### src/rtl/pwis_pkg.sv
package pwis_pkg;

	localparam int BUFFER_BYTES = 128;
	localparam int CNT_W        = 8;
	localparam int IDLE_W       = 17;
	localparam int PERIOD_W     = 12;
	localparam int PLEN_W       = 6;
	localparam int CFG_IDX_W    = 8;
	localparam int CFG_DATA_W   = 32;

	localparam logic [7:0]          ECHO_REQUEST   = 8'd8;
	localparam logic [CNT_W-1:0]    MIN_HEADER     = 8'd20;
	localparam logic [3:0]          IPV4_VERSION   = 4'd4;
	localparam logic [IDLE_W-1:0]   IDLE_MAX       = '1;
	localparam logic [PERIOD_W-1:0] CHECK_MAX      = '1;
	localparam logic [PLEN_W-1:0]   PLEN_MAX       = 6'd32;

	localparam logic [31:0]         SUBNET_RST     = 32'h0A64_0000;
	localparam logic [PLEN_W-1:0]   PLEN_RST       = 6'd24;
	localparam logic [IDLE_W-1:0]   TIMEOUT_RST    = 17'd1800;
	localparam logic [PERIOD_W-1:0] PERIOD_RST     = 12'd60;

	localparam logic [CFG_IDX_W-1:0] REG_SUBNET_ADDR = 8'd0;
	localparam logic [CFG_IDX_W-1:0] REG_SUBNET_PLEN = 8'd1;
	localparam logic [CFG_IDX_W-1:0] REG_IDLE_TMO    = 8'd2;
	localparam logic [CFG_IDX_W-1:0] REG_CHECK_PER   = 8'd3;

	typedef enum logic [1:0] {
		ACT_BYTE    = 2'd0,
		ACT_TICK    = 2'd1,
		ACT_SESSION = 2'd2
	} action_t;

	typedef enum logic [1:0] {
		CMD_NONE  = 2'd0,
		CMD_START = 2'd1,
		CMD_STOP  = 2'd2
	} cmd_t;

	typedef struct packed {
		logic [1:0]  action;
		logic [7:0]  packet_byte;
		logic        last_byte;
		logic [31:0] source_address;
		logic        server_running;
	} in_beat_t;

	typedef struct packed {
		logic [1:0]        command;
		logic              ping_accepted;
		logic [IDLE_W-1:0] idle_seconds_now;
	} out_beat_t;

	// Control from the top level to the idle watchdog for one accepted beat.
	typedef struct packed {
		logic step;
		logic tick;
		logic session;
		logic ping_ok;
		logic running;
	} idle_ctl_t;

endpackage

### src/rtl/pwis_pkt.sv
module pwis_pkt (
	input  logic        clk,
	input  logic        arst_n,
	input  logic        byte_en,
	input  logic [7:0]  packet_byte,
	input  logic        last_byte,
	input  logic [31:0] source_address,
	input  logic [31:0] subnet_address,
	input  logic [pwis_pkg::PLEN_W-1:0] subnet_plen,
	output logic        ping_ok
);

	logic [pwis_pkg::CNT_W-1:0] bytes_seen_q;
	logic [7:0]                 first_q;
	logic [7:0]                 type_q;

	logic [pwis_pkg::CNT_W-1:0] bytes_next;
	logic [7:0]                 first_next;
	logic [7:0]                 type_next;
	logic [7:0]                 b0;
	logic [5:0]                 offset;
	logic [5:0]                 ihl_next;
	logic                       in_buf;
	logic                       is_ipv4;
	logic                       too_short;
	logic [7:0]                 pkt_type;
	logic [pwis_pkg::PLEN_W-1:0] plen;
	logic [31:0]                mask;
	logic                       in_subnet;

	always_comb begin
		in_buf     = bytes_seen_q < pwis_pkg::CNT_W'(pwis_pkg::BUFFER_BYTES);
		b0         = (bytes_seen_q == '0) ? packet_byte : first_q;
		offset     = {b0[3:0], 2'b00};
		bytes_next = bytes_seen_q;
		first_next = first_q;
		type_next  = type_q;
		if (in_buf) begin
			if (bytes_seen_q == '0) begin
				first_next = packet_byte;
			end
			if (bytes_seen_q == pwis_pkg::CNT_W'(offset)) begin
				type_next = packet_byte;
			end
			bytes_next = bytes_seen_q + 1'b1;
		end

		ihl_next  = {first_next[3:0], 2'b00};
		is_ipv4   = (bytes_next >= pwis_pkg::MIN_HEADER)
			&& (first_next[7:4] == pwis_pkg::IPV4_VERSION);
		too_short = is_ipv4 && (bytes_next <= pwis_pkg::CNT_W'(ihl_next));
		pkt_type  = is_ipv4 ? type_next : first_next;

		plen      = (subnet_plen > pwis_pkg::PLEN_MAX) ? pwis_pkg::PLEN_MAX : subnet_plen;
		mask      = ~(32'hFFFF_FFFF >> plen);
		in_subnet = (source_address & mask) == (subnet_address & mask);

		ping_ok = byte_en && last_byte && !too_short
			&& (pkt_type == pwis_pkg::ECHO_REQUEST) && in_subnet;
	end

	always_ff @(posedge clk or negedge arst_n) begin
		if (!arst_n) begin
			bytes_seen_q <= '0;
			first_q      <= '0;
			type_q       <= '0;
		end else if (byte_en) begin
			bytes_seen_q <= last_byte ? '0 : bytes_next;
			first_q      <= first_next;
			type_q       <= type_next;
		end
	end

endmodule

### src/rtl/pwis_idle.sv
module pwis_idle (
	input  logic                           clk,
	input  logic                           arst_n,
	input  pwis_pkg::idle_ctl_t            ctl,
	input  logic [pwis_pkg::IDLE_W-1:0]    idle_timeout,
	input  logic [pwis_pkg::PERIOD_W-1:0]  check_period,
	output logic                           stop,
	output logic [pwis_pkg::IDLE_W-1:0]    idle_next
);

	logic [pwis_pkg::IDLE_W-1:0]   idle_q;
	logic [pwis_pkg::PERIOD_W-1:0] check_q;
	logic [pwis_pkg::PERIOD_W-1:0] check_next;
	logic [pwis_pkg::PERIOD_W-1:0] period;
	logic [pwis_pkg::IDLE_W-1:0]   idle_inc;
	logic [pwis_pkg::PERIOD_W-1:0] check_inc;

	always_comb begin
		period    = (check_period == '0) ? pwis_pkg::PERIOD_W'(1) : check_period;
		idle_inc  = (idle_q < pwis_pkg::IDLE_MAX) ? idle_q + 1'b1 : idle_q;
		check_inc = (check_q < pwis_pkg::CHECK_MAX) ? check_q + 1'b1 : check_q;
		idle_next  = idle_q;
		check_next = check_q;
		stop       = 1'b0;
		priority if (ctl.tick) begin
			idle_next = idle_inc;
			if (check_inc >= period) begin
				check_next = '0;
				stop       = ctl.running && (idle_inc >= idle_timeout);
			end else begin
				check_next = check_inc;
			end
		end else if (ctl.session || ctl.ping_ok) begin
			idle_next = '0;
		end
	end

	always_ff @(posedge clk or negedge arst_n) begin
		if (!arst_n) begin
			idle_q  <= '0;
			check_q <= '0;
		end else if (ctl.step) begin
			idle_q  <= idle_next;
			check_q <= check_next;
		end
	end

endmodule

### src/rtl/ping_wake_idle_shutdown_core.sv
// An accepted input beat's result beat is registered in the output register.
// Throughput: one beat per cycle when no result is held or the held one is being taken.
// All per-beat work is a compare-and-capture in the packet tracker and counter updates.
// Reset (arst_n low, asynchronous) clears packet state, idle and check counters and the
// output valid flag, and loads the configuration registers with their defaults.
module ping_wake_idle_shutdown_core (
	input  logic                                clk,
	input  logic                                arst_n,
	input  logic                                in_valid,
	output logic                                in_ready,
	input  pwis_pkg::in_beat_t                  in_data,
	output logic                                out_valid,
	input  logic                                out_ready,
	output pwis_pkg::out_beat_t                 out_data,
	input  logic                                cfg_valid,
	output logic                                cfg_ready,
	input  logic [pwis_pkg::CFG_IDX_W-1:0]      cfg_index,
	input  logic [pwis_pkg::CFG_DATA_W-1:0]     cfg_data
);

	logic [31:0]                   subnet_q;
	logic [pwis_pkg::PLEN_W-1:0]   plen_q;
	logic [pwis_pkg::IDLE_W-1:0]   timeout_q;
	logic [pwis_pkg::PERIOD_W-1:0] period_q;

	logic                          out_valid_q;
	pwis_pkg::out_beat_t           out_data_q;

	logic                          step;
	logic                          ping_ok;
	logic                          stop;
	logic [pwis_pkg::IDLE_W-1:0]   idle_next;
	pwis_pkg::idle_ctl_t           idle_ctl;
	pwis_pkg::out_beat_t           result;

	assign cfg_ready = 1'b1;
	assign in_ready  = !out_valid_q || out_ready;
	assign step      = in_valid && in_ready;

	always_ff @(posedge clk or negedge arst_n) begin
		if (!arst_n) begin
			subnet_q  <= pwis_pkg::SUBNET_RST;
			plen_q    <= pwis_pkg::PLEN_RST;
			timeout_q <= pwis_pkg::TIMEOUT_RST;
			period_q  <= pwis_pkg::PERIOD_RST;
		end else if (cfg_valid) begin
			unique case (cfg_index)
				pwis_pkg::REG_SUBNET_ADDR: subnet_q <= cfg_data;
				pwis_pkg::REG_SUBNET_PLEN: plen_q <= cfg_data[pwis_pkg::PLEN_W-1:0];
				pwis_pkg::REG_IDLE_TMO: timeout_q <= cfg_data[pwis_pkg::IDLE_W-1:0];
				pwis_pkg::REG_CHECK_PER: period_q <= cfg_data[pwis_pkg::PERIOD_W-1:0];
				default: begin
				end
			endcase
		end
	end

	pwis_pkt u_pkt (
		.clk            (clk),
		.arst_n         (arst_n),
		.byte_en        (step && (in_data.action == pwis_pkg::ACT_BYTE)),
		.packet_byte    (in_data.packet_byte),
		.last_byte      (in_data.last_byte),
		.source_address (in_data.source_address),
		.subnet_address (subnet_q),
		.subnet_plen    (plen_q),
		.ping_ok        (ping_ok)
	);

	always_comb begin
		idle_ctl.step    = step;
		idle_ctl.tick    = in_data.action == pwis_pkg::ACT_TICK;
		idle_ctl.session = in_data.action == pwis_pkg::ACT_SESSION;
		idle_ctl.ping_ok = ping_ok;
		idle_ctl.running = in_data.server_running;
	end

	pwis_idle u_idle (
		.clk          (clk),
		.arst_n       (arst_n),
		.ctl          (idle_ctl),
		.idle_timeout (timeout_q),
		.check_period (period_q),
		.stop         (stop),
		.idle_next    (idle_next)
	);

	always_comb begin
		result.ping_accepted    = ping_ok;
		result.idle_seconds_now = idle_next;
		priority if (ping_ok && !in_data.server_running) begin
			result.command = pwis_pkg::CMD_START;
		end else if (stop) begin
			result.command = pwis_pkg::CMD_STOP;
		end else begin
			result.command = pwis_pkg::CMD_NONE;
		end
	end

	always_ff @(posedge clk or negedge arst_n) begin
		if (!arst_n) begin
			out_valid_q <= 1'b0;
		end else if (in_ready) begin
			out_valid_q <= in_valid;
		end
	end

	always_ff @(posedge clk) begin
		if (step) begin
			out_data_q <= result;
		end
	end

	assign out_valid = out_valid_q;
	assign out_data  = out_data_q;

	// A start is only ever issued for an accepted ping.
	a_start_needs_ping: assert property (@(posedge clk) disable iff (!arst_n)
		out_valid_q && (out_data_q.command == pwis_pkg::CMD_START) |-> out_data_q.ping_accepted)
		else $error("start command without accepted ping");

	// An accepted ping always leaves the idle count cleared.
	a_ping_clears_idle: assert property (@(posedge clk) disable iff (!arst_n)
		out_valid_q && out_data_q.ping_accepted |-> (out_data_q.idle_seconds_now == '0))
		else $error("accepted ping did not clear idle count");

	// A stop comes only from a tick with the idle count at or past the timeout.
	a_stop_past_timeout: assert property (@(posedge clk) disable iff (!arst_n)
		step && stop |=> out_valid_q && (out_data_q.command == pwis_pkg::CMD_STOP)
			&& (out_data_q.idle_seconds_now >= timeout_q))
		else $error("stop command below idle timeout");

endmodule
### config.mk
export PLATFORM = sky130hd
export DESIGN_NAME = ping_wake_idle_shutdown_core
export DESIGN_NICKNAME = d
export VERILOG_FILES = /design/src/rtl/pwis_pkg.sv /design/src/rtl/pwis_pkt.sv /design/src/rtl/pwis_idle.sv /design/src/rtl/ping_wake_idle_shutdown_core.sv
export SDC_FILE = /design/constraint.sdc
export NUM_CORES = 1
export LEC_CHECK = 0
export BUFFER_PORTS_ARGS = -buffer_cell sky130_fd_sc_hd__buf_2
export CORE_MARGIN = 8
export CORE_UTILIZATION = 25
export CTS_CLUSTER_DIAMETER = 150
export DETAILED_ROUTE_END_ITERATION = 12
export PLACE_DENSITY = 0.41
export SETUP_SLACK_MARGIN = 0.1
export SYNTH_ARGS = -nofsm -noshare
export SYNTH_HDL_FRONTEND = slang
export SYNTH_SLANG_ARGS = --single-unit
### constraint.sdc
create_clock -name clk -period 3.3 [get_ports clk]
set_input_delay 0.33 -clock clk [delete_from_list [all_inputs] [get_ports clk]]
set_output_delay 0.33 -clock clk [all_outputs]
set_load 0.1 [all_outputs]
==> qor.csv <==
stage,metric,value,unit
outcome,status,"finished, final reports clean",
layout,nFillCells,3485,
synthesis,synth_nets,980,
clock_network,path_clk_slew,0.07,ns
timing,tightest_slew,0.7431,ns
layout,multiInputGateArea,4817,µm²
timing,drv_slew,0,
synthesis,ys_types,67,
timing,tns,0,ns
timing,skew,0.01386,ns
critical_path,ff2ff_path_depth,16,
routing,drtAntennaViolNets,0,
routing,drcViolationCount,0,
global_routing,grt_overflow,0,
layout,nets,1168,
min_path,whs_path_depth,2,
global_routing,grt_pass1_vias,7110,
floorplan,rows,67,
synthesis,synth_area_leaders,"dfrtp_1, mux2_2, edfxtp_1, ha_1, dfstp_2",
timing,setup_viol,0,
synthesis,synth.avg_cell_area,9.973,µm²
timing,worst_slack,0.09790,ns
synthesis,synth_ff_type,dfrtp_1,
critical_path,worstPathMaxFanout,5,
critical_path,r2r-end,out_data[14]$_DFFE_PP_,
pwr,power.density,548.0,nW/µm²
placed_design,hpwl,20.73,mm
clock_network,cts_htree_levels,4,
min_path,hp-start,in_valid,
routing,wl_per_cell,17.86,µm
clock_network,cts_made_buffers,17,
critical_path,cp.required,3.49,ns
timing,fmax,0.3123,GHz
floorplan,die-area,40230,µm²
synthesis,netlist_top_cells_count,"dfrtp_1, mux2_2, nand2_1",
critical_path,rrSetupSlack,0.1,ns
layout,ff_latch_area,3649,µm²
pwr,leakage,4.919,nW
job,max_cap_violations,0,
synthesis,syn-cell-area,8517,µm²
layout,stdcell_count,1503,
floorplan,fp.dieH,200.6,µm
synthesis,synth_edf_count,20,
critical_path,r2r-start,u_pkt.bytes_seen_q[0]$_DFFE_PN0P_,
critical_path,critPathArrivalTime,3.40,ns
synthesis,yosys_warnings,0,
floorplan,die_x,200.6,µm
pwr,ir_drop,0.0003293,V
critical_path,setup.worst_path.end_class,flip-flop,
timing,slew-limit-headroom,0.5046,
global_routing,grt_pass1_wl,42.02,mm
layout,layout-drive-gt1-share,0.3706,
clock_network,clock_path_buffers,2,
critical_path,crit_type,reg -> reg,
layout,final_util,0.3341,
critical_path,worst_setup_path_start_kind,flip-flop,
routing,vias,7049,
clock_network,cts_tree,yes,
floorplan,start_util,0.2540,
synthesis,synthArstFlopShare,0.8582,
floorplan,num_io_pins,112,
synthesis,yosysMostFrequentCell,dfrtp_1,
routing,avgViaCountPerCell,4.690,
placed_design,globalplace.congestion,0.8446,
synthesis,yosysTopAreaCell,dfrtp_1,
routing,first_pass_iters,5,
clock_network,ctsRootBufferMaster,clkbuf_16,
routing,wl,26.84,mm
layout,n_antenna_cell,0,
clock_network,cts_sinks,141,
layout,syn_to_final_growth,31.53,%
synthesis,synth_cells,854,
global_routing,groute.usage.overall,0.1314,
timing,fin_crit,3.202,ns
timing,hold_violations,0,
placed_design,dp.cells,1458,
timing,period_share,0.9703,
synthesis,ys_ff_latch,141,
placed_design,pre_cts_slack,-0.3864,ns
synthesis,synth_top_area_frac,0.3114,
routing,drtIter0Drc,417,
placed_design,io_buffers,110,
global_routing,grt_max_degree,51,
min_path,min_to,out_valid$_DFFE_PN0N_,
floorplan,core,33530,µm²
timing,rsz0062_at_grt,yes,
clock_network,clk_latency,0.44,ns
synthesis,seq_area_frac_synth,0.4282,
global_routing,antenna_found_initial,0,
min_path,hp-class,in -> reg,
==> registers in the layout, indices dropped and copies added, names as in the netlist, 8 cells and up <==
register / count
out_data: 20
u_idle.check_q: 12
u_pkt.first_q: 8
period_q: 12
timeout_q: 17
u_pkt.type_q: 8
u_idle.idle_q: 17
subnet_q: 32
u_pkt.bytes_seen_q: 8
==> layer usage <==
layer  wire (µm)  global-route usage  vias up  share of wire
li1            -                   -     3477              -
met1       13440              0.1850     3428           0.50
met2       12200              0.2027      129           0.45
met3         906             0.02614       15          0.034
met4         295             0.03364        0          0.011
met5           0                   0        -              0
==> placed cells by master (no fill, tap or decap), drive strengths merged, types with 5 or more instances in the layout <==
cell | Yosys | layout
nor4 | 10 | 10
clkinv | 1 | 6
and3 | 10 | 10
o211ai | 9 | 9
xnor2 | 45 | 45
a31oi | 5 | 5
nor2b | 13 | 13
buf | 7 | 210
dfrtp | 106 | 106
ha | 37 | 37
nand2b | 12 | 12
a21o | 9 | 9
o21ai | 50 | 50
nand2 | 67 | 67
nand3 | 37 | 37
nand4 | 11 | 11
clkbuf | 35 | 20
inv | 53 | 55
o21a | 8 | 8
o22a | 5 | 5
edfxtp | 20 | 20
o31ai | 5 | 5
mux2i | 6 | 6
a22o | 18 | 18
or3 | 9 | 9
xor2 | 15 | 15
mux2 | 82 | 82
nor2 | 33 | 33
a21oi | 30 | 30
dfstp | 15 | 15
nor3 | 29 | 29
==> area by class of cell <==
type / count / area share
timing repair buffer: 211 / 0.1211
clock inverter: 12 / 0.01419
clock buffer: 20 / 0.04088
multi-input combinational: 617 / 0.4300
sequential: 141 / 0.3257
inverter: 54 / 0.01809
tap: 448 / 0.05004
==> critical path, cell delays in order, from the launching register on <==
cell,delay (ns)
dfrtp_1,0.38
inv_2,0.08
ha_4,0.13
nor3b_4,0.22
nand2_2,0.16
buf_6,0.16
mux2i_4,0.18
ha_4,0.29
nand3_4,0.07
o22ai_4,0.15
o32ai_2,0.09
a31oi_1,0.17
o21a_1,0.18
o2111a_2,0.32
buf_6,0.12
o22ai_1,0.05
a22o_1,0.21
==> metrics by stage <==
step / cell area, µm² / power [mW] / hold WS [ns]
final: 11200 / 6.138 / 0.1246
after global routing: 11200 / 6.495 / 0.1112
after CTS: 10930 / 6.027 / 0.1003
after detailed placement: 10150 / 3.837 / 0.4630
after global placement: 10150 / 3.837 / 0.4576
after floorplan: 8538 / 3.218 / 0.03441
==> logic make-up after synthesis <==
| logic type | synth area share |
|---|---|
| other | 0.0004403 |
| and+or+nand+nor | 0.1466 |
| muxes | 0.1155 |
| buffers and inverters | 0.04480 |
| AOI/OAI and AO/OA | 0.1484 |
| adders and majority gates | 0.05436 |
| xor gates and xnor gates | 0.06170 |
| DFF | 0.4282 |
==> report_power, final <==
part / switching [mW] / internal [mW]
sequential: 0.158 / 1.99
combinational: 1.07 / 0.875
clock: 0.808 / 1.24
total: 2.03 / 4.11
==> worst max-delay path by stage <==
stage                                                 start                       endpoint  slack, ns  depth (start not counted)
after floorplan           u_pkt.bytes_seen_q[4]$_DFFE_PN0P_         out_data[10]$_DFFE_PP_       0.15                         13
after global placement    u_pkt.bytes_seen_q[0]$_DFFE_PN0P_  u_idle.idle_q[14]$_DFFE_PN0P_      -0.36                         14
after detailed placement  u_pkt.bytes_seen_q[0]$_DFFE_PN0P_  u_idle.idle_q[14]$_DFFE_PN0P_      -0.39                         14
after CTS                 u_pkt.bytes_seen_q[0]$_DFFE_PN0P_         out_data[14]$_DFFE_PP_       0.08                         16
after global routing      u_pkt.bytes_seen_q[0]$_DFFE_PN0P_          out_data[5]$_DFFE_PP_      -0.09                         13
final                     u_pkt.bytes_seen_q[0]$_DFFE_PN0P_         out_data[14]$_DFFE_PP_        0.1                         16
==> what timing repair did <==
| item | in CTS | in global routing |
|---|---|---|
| resized for setup | 28 | 39 |
| setup endpoints to repair | 36 | 46 |
| hold endpoints to repair | 9 | 0 |
| hold buffers | 1 | 0 |
| pin swaps | 14 | 22 |
| setup buffers | 5 | 7 |
Power figures use the tool's default switching activity.
